## src/hw/rtl/srd_pkg.sv

```systemverilog
// Shared types and constants of the servo reply deframer.
// No dependencies; imported by the register file, the frame tracker and the core.
package srd_pkg;

	// Frame format
	localparam int unsigned MAX_FRAME_BYTES = 32;
	localparam int unsigned POS_W           = $clog2(MAX_FRAME_BYTES + 1);
	localparam logic [7:0]  HEAD_FIRST      = 8'hAA;
	localparam logic [7:0]  HEAD_SECOND     = 8'h55;
	localparam logic [7:0]  STATUS_PAYLOAD  = 8'h11;
	localparam logic [7:0]  LENGTH_EXTRA    = 8'd5;
	localparam logic [7:0]  MIN_FRAME       = 8'd7;

	// Byte positions inside a reply
	localparam logic [POS_W-1:0] POS_DEVICE  = POS_W'(3);
	localparam logic [POS_W-1:0] POS_COMMAND = POS_W'(4);
	localparam int unsigned      TEL_FIRST   = 7;
	localparam int unsigned      TEL_BYTES   = 14;
	localparam logic [POS_W-1:0] STATUS_LEN  =
		POS_W'(int'(STATUS_PAYLOAD) + int'(LENGTH_EXTRA));

	// Register map, index = paddr[3:2]
	typedef enum logic [1:0] {
		REG_DEVICE_ID  = 2'd0,
		REG_MAX_LEN    = 2'd1,
		REG_STATUS_CMD = 2'd2,
		REG_UNUSED     = 2'd3
	} reg_idx_t;

	typedef enum logic [1:0] {
		ST_VALID    = 2'd0,
		ST_CHECKSUM = 2'd1,
		ST_DEVICE   = 2'd2
	} frame_status_t;

	typedef struct packed {
		logic [7:0] own_device_id;
		logic [5:0] max_frame_length;
		logic [7:0] status_command_code;
	} cfg_t;

	typedef struct packed {
		logic [7:0]  reply_command;
		logic [15:0] firmware_version;
		logic [15:0] current_limit;
		logic [7:0]  speed_limit;
		logic [7:0]  fault_value;
		logic [7:0]  link_check_error;
		logic [15:0] torque_current;
		logic [7:0]  bus_voltage;
		logic [15:0] actual_position;
		logic [15:0] target_position;
	} reply_data_t;

	typedef struct packed {
		logic          is_status_reply;
		frame_status_t frame_status;
		reply_data_t   data;
	} result_t;

endpackage

```

## src/hw/rtl/srd_cfg_regs.sv

```systemverilog
// APB register file of the deframer: device id, length limit, status command.
// Depends on srd_pkg.
module srd_cfg_regs (
	input  logic         clk,
	input  logic         arst_n,
	input  logic         psel,
	input  logic         penable,
	input  logic         pwrite,
	input  logic [3:0]   paddr,
	input  logic [31:0]  pwdata,
	output logic [31:0]  prdata,
	output logic         pready,
	output srd_pkg::cfg_t cfg
);
	import srd_pkg::*;

	cfg_t     cfg_q;
	reg_idx_t idx;
	logic     wr_en;

	assign idx    = reg_idx_t'(paddr[3:2]);
	assign wr_en  = psel && penable && pwrite && pready;
	assign pready = 1'b1;
	assign cfg    = cfg_q;

	// Register writes
	always_ff @(posedge clk or negedge arst_n) begin
		if (!arst_n) begin
			cfg_q.own_device_id       <= 8'd1;
			cfg_q.max_frame_length    <= 6'd32;
			cfg_q.status_command_code <= 8'd0;
		end else if (wr_en) begin
			unique case (idx)
				REG_DEVICE_ID:  cfg_q.own_device_id       <= pwdata[7:0];
				REG_MAX_LEN:    cfg_q.max_frame_length    <= pwdata[5:0];
				REG_STATUS_CMD: cfg_q.status_command_code <= pwdata[7:0];
				default: ;
			endcase
		end
	end

	// Read mux
	always_comb begin
		unique case (idx)
			REG_DEVICE_ID:  prdata = {24'd0, cfg_q.own_device_id};
			REG_MAX_LEN:    prdata = {26'd0, cfg_q.max_frame_length};
			REG_STATUS_CMD: prdata = {24'd0, cfg_q.status_command_code};
			default:        prdata = 32'd0;
		endcase
	end

endmodule

```

## src/hw/rtl/srd_frame_engine.sv

```systemverilog
// Frame tracker: header hunt, length check, running sum, byte capture and
// result decode for one byte per cycle while go is high. Depends on srd_pkg.
module srd_frame_engine (
	input  logic             clk,
	input  logic             arst_n,
	input  logic             go,
	input  logic [7:0]       rx_byte,
	input  logic             restart,
	input  srd_pkg::cfg_t    cfg,
	output logic             done,
	output srd_pkg::result_t res
);
	import srd_pkg::*;

	// Frame state
	logic [POS_W-1:0] pos_q, flen_q;
	logic [7:0]       sum_q;
	logic [7:0]       dev_q, cmd_q;
	logic [7:0]       tel_q [TEL_BYTES];

	logic [POS_W-1:0] pos, flen, pos_n, flen_n, pos_inc, limit;
	logic [7:0]       sum, sum_n;
	logic [8:0]       len9;
	logic             take, telem;

	// Next-state logic for one byte
	always_comb begin
		pos     = restart ? '0 : pos_q;
		flen    = restart ? '0 : flen_q;
		sum     = restart ? '0 : sum_q;
		pos_n   = pos;
		flen_n  = flen;
		sum_n   = sum;
		take    = 1'b0;
		done    = 1'b0;
		pos_inc = pos + POS_W'(1);
		limit   = (POS_W'(cfg.max_frame_length) < POS_W'(MAX_FRAME_BYTES)) ?
			POS_W'(cfg.max_frame_length) : POS_W'(MAX_FRAME_BYTES);
		len9    = {1'b0, rx_byte} + {1'b0, LENGTH_EXTRA};

		priority if (pos == '0) begin
			take = (rx_byte == HEAD_FIRST);
		end else if (pos == POS_W'(1) && rx_byte != HEAD_SECOND) begin
			// repeated first header byte keeps the hunt one step in
			pos_n = (rx_byte == HEAD_FIRST) ? POS_W'(1) : '0;
		end else begin
			take = 1'b1;
		end

		if (take) begin
			if (pos == '0)
				sum_n = 8'd0;
			if (pos == POS_W'(2))
				sum_n = rx_byte;
			else if (pos > POS_W'(2) && ({1'b0, pos} + (POS_W+1)'(1)) < {1'b0, flen})
				sum_n = sum + rx_byte;
			pos_n = pos_inc;
			if (pos_inc == POS_W'(3)) begin
				flen_n = POS_W'(len9);
				if (len9 > 9'(limit) || len9 < {1'b0, MIN_FRAME}) begin
					pos_n  = '0;
					flen_n = '0;
					sum_n  = 8'd0;
				end
			end else if (pos_inc > POS_W'(3) && pos_inc == flen) begin
				done   = 1'b1;
				pos_n  = '0;
				flen_n = '0;
				sum_n  = 8'd0;
			end
		end
	end

	// Result decode on the last byte
	always_comb begin
		res = '0;
		if (dev_q != cfg.own_device_id)
			res.frame_status = ST_DEVICE;
		else if (sum != rx_byte)
			res.frame_status = ST_CHECKSUM;
		else
			res.frame_status = ST_VALID;
		telem = (res.frame_status == ST_VALID) && (flen == STATUS_LEN) &&
			(cmd_q == cfg.status_command_code);
		res.is_status_reply = telem;
		if (telem) begin
			res.data.target_position  = {tel_q[1],  tel_q[0]};
			res.data.actual_position  = {tel_q[3],  tel_q[2]};
			res.data.bus_voltage      = tel_q[4];
			res.data.torque_current   = {tel_q[6],  tel_q[5]};
			res.data.link_check_error = tel_q[7];
			res.data.fault_value      = tel_q[8];
			res.data.speed_limit      = tel_q[9];
			res.data.current_limit    = {tel_q[11], tel_q[10]};
			res.data.firmware_version = {tel_q[13], tel_q[12]};
		end
		res.data.reply_command = cmd_q;
	end

	// Control state
	always_ff @(posedge clk or negedge arst_n) begin
		if (!arst_n) begin
			pos_q  <= '0;
			flen_q <= '0;
			sum_q  <= 8'd0;
		end else if (go) begin
			pos_q  <= pos_n;
			flen_q <= flen_n;
			sum_q  <= sum_n;
		end
	end

	// Byte capture at fixed positions
	always_ff @(posedge clk) begin
		if (go && take) begin
			if (pos == POS_DEVICE)
				dev_q <= rx_byte;
			if (pos == POS_COMMAND)
				cmd_q <= rx_byte;
			for (int k = 0; k < TEL_BYTES; k++) begin
				if (pos == POS_W'(TEL_FIRST + k))
					tel_q[k] <= rx_byte;
			end
		end
	end

endmodule

```

## src/hw/rtl/servo_reply_deframer_core.sv

```systemverilog
// A byte accepted into the input register is decoded by the frame tracker, and the
// result word of a frame is captured in the result register on its last byte.
// Throughput: one byte per cycle; the input register and the result register
// each advance whenever the result register is empty or being taken.
// The frame tracker decodes a whole byte in the single stage between them.
// Reset (arst_n low, asynchronous) returns to the header hunt with no result
// pending and the control and configuration registers at their reset values.
module servo_reply_deframer_core (
	input  logic          clk,
	input  logic          arst_n,
	input  logic          s_tvalid,
	output logic          s_tready,
	input  logic [7:0]    s_tdata,   // [7:0] rx_byte
	input  logic          s_tuser,   // [0] restart
	output logic          m_tvalid,
	input  logic          m_tready,
	output logic [119:0]  m_tdata,   // target_position, actual_position, bus_voltage,
	                                 // torque_current, link_check_error, fault_value,
	                                 // speed_limit, current_limit, firmware_version,
	                                 // reply_command
	output logic [2:0]    m_tuser,   // [1:0] frame_status, [2] is_status_reply
	input  logic          psel,
	input  logic          penable,
	input  logic          pwrite,
	input  logic [3:0]    paddr,
	input  logic [31:0]   pwdata,
	output logic [31:0]   prdata,
	output logic          pready
);
	import srd_pkg::*;

	cfg_t        cfg;
	result_t     res;
	logic        valid_s1, restart_s1;
	logic [7:0]  byte_s1;
	logic        advance, go, done;
	logic        m_valid_q;
	result_t     m_res_q;

	srd_cfg_regs u_cfg (
		.clk     (clk),
		.arst_n  (arst_n),
		.psel    (psel),
		.penable (penable),
		.pwrite  (pwrite),
		.paddr   (paddr),
		.pwdata  (pwdata),
		.prdata  (prdata),
		.pready  (pready),
		.cfg     (cfg)
	);

	assign advance  = !m_valid_q || m_tready;
	assign go       = valid_s1 && advance;
	assign s_tready = !valid_s1 || advance;

	// Input register
	always_ff @(posedge clk or negedge arst_n) begin
		if (!arst_n) begin
			valid_s1 <= 1'b0;
		end else if (s_tvalid && s_tready) begin
			valid_s1 <= 1'b1;
		end else if (go) begin
			valid_s1 <= 1'b0;
		end
	end

	always_ff @(posedge clk) begin
		if (s_tvalid && s_tready) begin
			byte_s1    <= s_tdata;
			restart_s1 <= s_tuser;
		end
	end

	srd_frame_engine u_engine (
		.clk     (clk),
		.arst_n  (arst_n),
		.go      (go),
		.rx_byte (byte_s1),
		.restart (restart_s1),
		.cfg     (cfg),
		.done    (done),
		.res     (res)
	);

	// Result register
	always_ff @(posedge clk or negedge arst_n) begin
		if (!arst_n) begin
			m_valid_q <= 1'b0;
		end else if (advance) begin
			m_valid_q <= go && done;
		end
	end

	always_ff @(posedge clk) begin
		if (go && done)
			m_res_q <= res;
	end

	assign m_tvalid = m_valid_q;
	assign m_tdata  = m_res_q.data;
	assign m_tuser  = {m_res_q.is_status_reply, m_res_q.frame_status};

endmodule

```

## config.mk

```make
export PLATFORM = sky130hd
export DESIGN_NAME = servo_reply_deframer_core
export DESIGN_NICKNAME = d
export VERILOG_FILES = /design/src/hw/rtl/srd_pkg.sv /design/src/hw/rtl/srd_cfg_regs.sv /design/src/hw/rtl/srd_frame_engine.sv /design/src/hw/rtl/servo_reply_deframer_core.sv
export SDC_FILE = /design/constraint.sdc
export NUM_CORES = 1
export LEC_CHECK = 0
export BUFFER_PORTS_ARGS = -buffer_cell sky130_fd_sc_hd__buf_4
export CAP_MARGIN = 20
export CORE_ASPECT_RATIO = 1.75
export CORE_MARGIN = 2
export CORE_UTILIZATION = 35
export DETAILED_ROUTE_END_ITERATION = 6
export PLACE_DENSITY = 0.6
export SLEW_MARGIN = 30
export SYNTH_ARGS = -nofsm -noshare
export SYNTH_HDL_FRONTEND = slang
export SYNTH_SLANG_ARGS = --single-unit
```

## constraint.sdc

```tcl
create_clock -name clk -period 8.5 [get_ports clk]
set_input_delay 0.85 -clock clk [delete_from_list [all_inputs] [get_ports clk]]
set_output_delay 0.85 -clock clk [all_outputs]
set_load 0.02 [all_outputs]
```

==> summary.md <==
| Metric | Value |
|---|---|
| CTS Buf Count | 26 |
| Global Route Usage Sum | 14.0% |
| Initial antenna violation count | 0 |
| Post-DP Area | 14,200 µm² |
| First-pass GRT wire length | 39,800 µm |
| YS warnings | 0 |
| Initial Util | 35.4% |
| Antenna-violating nets left | 0 |
| Main synth FF type | edfxtp_1 |
| Ratio of cells with drive above 1 in the final layout | 25.0% |
| R2R depth | 9 |
| Post-synth ARST share | 14.5% |
| DP HPWL | 18,000 µm |
| Max-Slew Margin vs Limit | 38.7% |
| Worst slack, placed | 4.61 ns |
| Startpoint types | flip-flop |
| Number of placement rows | 91 |
| # setup viols final | 0 |
| Clock buffer depth | 3 |
| RSZ-0062 raised after global routing | false |
| Core ar. | 35,100 µm² |
| Placed cells | 1,446 |
| I/O Pins | 210 |
| CTS tree | done |
| Status | complete, no violations |
| Worst setup EP type | flip-flop |
| Final Instance Area | 15,100 µm² |
| Die ar. | 37,100 µm² |
| Max-Cap Viols | 0 |
| I/O Buffers | 158 |
| Post-Route Utilization | 42.9% |
| Library cells used by synthesis | 63 |
| Average routed wire per standard cell | 17.9 µm |
| Total wire length | 26,700 µm |
| TritonRoute pass-1 iters | 5 |
| Placer congestion estimate | 0.828 |
| Layout area overhead | 21.1% |
| Sequential fraction of the synthesis area | 71.7% |
| Max Clock Freq | 255 MHz |
| Worst-Skew Late Latency | 0.53 ns |
| Hold Buf Count CTS | 0 |
| H-Tree Depth | 1 |
| Min Hold Slack | 0.315 ns |
| Hold crit path type | in2async |
| Power, Total | 3.09 mW |
| Max IR drop VDD | 0.126 mV |
| Setup WS post-layout | 4.58 ns |
| CP required | 8.67 ns |
| Root Driver | clkbuf_16 |
| Post-route DRC violation count | 0 |
| GRT overflow | 0 |
| Hold Vio Cnt, Final | 0 |
| Vias per cell | 4.65 |
| CP Class | reg2reg |
| # diodes | 0 |
| Setup TNS | 0 ns |
| Crit path DAT | 4.09 ns |
| Drt initial violations | 321 |
| Vias in the first global route | 6,863 |
| Synth Register Bits | 304 |
| Pleak | 5.24 nW |
| Die Wd | 146 µm |
| Post-cts sizing count | 0 |
| Final Max Tran Viols | 0 |
| Gate Count Post-Synth | 835 |
| Fillcell total | 3,212 |
| Clock transition at the registers of the reported paths | 0.07 ns |
| EDFF count, synth | 260 |
| Final Non-Filler Cells | 1,494 |
| Pin count of the biggest net entering global routing | 114 |
| Final Cycle Share | 46.2% |
| Post-CTS setup repair buffer count | 0 |
| Clk_skew | 0.0112 ns |
| Syn avg cell area | 14.9 µm² |
| Die H | 253 µm |
| Vias | 6,944 |
| Worst-path fanout max | 87 |
| NumNets Final | 1,083 |
| Synthesized cell area | 12,400 µm² |
| Period minus WS final | 3.92 ns |
| Pwr/cell area | 205 nW/µm² |
| CTS sink cnt | 304 |
| Slew at the pin with the worst max-slew slack | 0.916 ns |
per-layer routing:
layer / track usage, % / wire length [µm] / vias to the layer above
li1: - / - / 3338
met1: 14.3 / 9530 / 3384
met2: 28.5 / 15500 / 177
met3: 1.68 / 932 / 45
met4: 5.02 / 767 / 0
met5: 0 / 0 / -
state kept, by name (all words and copies together) (netlist names):
name,count
u_engine.pos_q,6
u_cfg.cfg,22
m_tvalid,1
u_engine.tel_q,112
restart_s1,1
m_tuser,3
m_tdata,120
u_engine.flen_q,6
u_engine.sum_q,8
u_engine.dev_q,8
valid_s1,1
u_engine.cmd_q,8
byte_s1,8
Yosys cell counts (4+ instances only):
cell | instances | share of area, %
edfxtp_1 | 260 | 63
buf_4 | 25 | 1.5
clkbuf_1 | 17 | 0.51
xor2_1 | 16 | 1.1
o21ai_0 | 32 | 1.3
o211ai_1 | 4 | 0.24
ha_1 | 21 | 2.1
buf_2 | 7 | 0.28
nor4_1 | 8 | 0.40
nor2b_1 | 14 | 0.70
nor3_1 | 16 | 0.64
nor2_1 | 24 | 0.73
a21oi_1 | 14 | 0.56
and3_1 | 4 | 0.20
nand2_1 | 46 | 1.4
a211oi_1 | 5 | 0.30
nand4_1 | 5 | 0.25
and2_1 | 119 | 6.0
nand2b_1 | 10 | 0.50
a21o_1 | 6 | 0.36
mux2i_1 | 16 | 1.3
mux2_2 | 22 | 2.0
inv_1 | 12 | 0.36
xnor2_1 | 14 | 0.99
dfrtp_1 | 42 | 8.5
nand3_1 | 13 | 0.52
cells by family (layout without fill, tap and decap cells):
group / count (synthesis) / count (layout) / share of synthesized area, %
AOI/OAI and AO/OA: 92 / 92 / 4.92
xor gates and xnor gates: 30 / 30 / 2.11
adders and majority gates: 22 / 22 / 2.28
buffers and inverters: 67 / 238 / 2.99
DFF: 304 / 304 / 71.7
muxes: 38 / 38 / 3.28
other: 2 / 25 / 0.0604
and+or+nand+nor: 280 / 280 / 12.6
critical path: stages, from the launching register on:
cell	delay (ns)
edfxtp_1	0.37
buf_4	0.24
nand3b_2	0.40
nor2_1	0.30
xnor2_1	0.14
ha_1	0.32
and4_1	0.26
o2111ai_1	0.36
nor2_4	0.62
buf_12	0.42
layout make-up:
cell class                 count  area [µm²]  area share [%]
sequential                   304        8910            59.2
multi-input combinational    487        3260            21.7
timing repair buffer         178        1370            9.09
clock buffer                  33         698            4.64
tap                          465         582            3.87
clock inverter                15         185            1.23
inverter                      12        45.0           0.299
worst paths after layout:
path / from / to / slack [ns]
worst min register to register: u_engine.cmd_q[2]$_DFFE_PP_ / m_tdata[114]$_DFFE_PP_ / 0.47
max in group asynchronous: arst_n / u_engine.pos_q[2]$_DFFE_PN0P_ / 7.73
worst min-delay path: arst_n / u_cfg.cfg[21]$_DFFE_PN0P_ / 0.31
worst max register to register: restart_s1$_DFFE_PP_ / m_tdata[117]$_DFFE_PP_ / 4.58
min in group clk: u_engine.cmd_q[2]$_DFFE_PP_ / m_tdata[114]$_DFFE_PP_ / 0.47
worst max-delay path: restart_s1$_DFFE_PP_ / m_tdata[117]$_DFFE_PP_ / 4.58
layout by cell type (no fill, tap or decap), types with 4 or more instances in the layout:
cell / Yosys / routed
a211oi_1: 5 / 5
a21o_1: 6 / 6
a21oi_1: 14 / 14
and2_1: 119 / 119
and3_1: 4 / 4
buf_4: 25 / 176
bufinv_16: 0 / 4
clkbuf_1: 17 / 6
clkbuf_16: 0 / 27
clkinv_1: 0 / 5
conb_1: 2 / 25
dfrtp_1: 42 / 42
edfxtp_1: 260 / 260
ha_1: 21 / 21
inv_1: 12 / 12
mux2_2: 22 / 22
mux2i_1: 16 / 16
nand2_1: 46 / 46
nand2b_1: 10 / 10
nand3_1: 13 / 13
nand4_1: 5 / 5
nor2_1: 24 / 23
nor2b_1: 14 / 14
nor3_1: 16 / 13
nor4_1: 8 / 7
o211ai_1: 4 / 4
o21ai_0: 32 / 32
xnor2_1: 14 / 14
xor2_1: 16 / 16
power breakdown:
group	leakage (nW)	switching (mW)	internal, mW
registers	2.68	0.0312	1.64
logic	2.13	0.120	0.0816
clock network	0.421	0.512	0.707
total	5.24	0.664	2.43
Power figures use the tool's default switching activity.
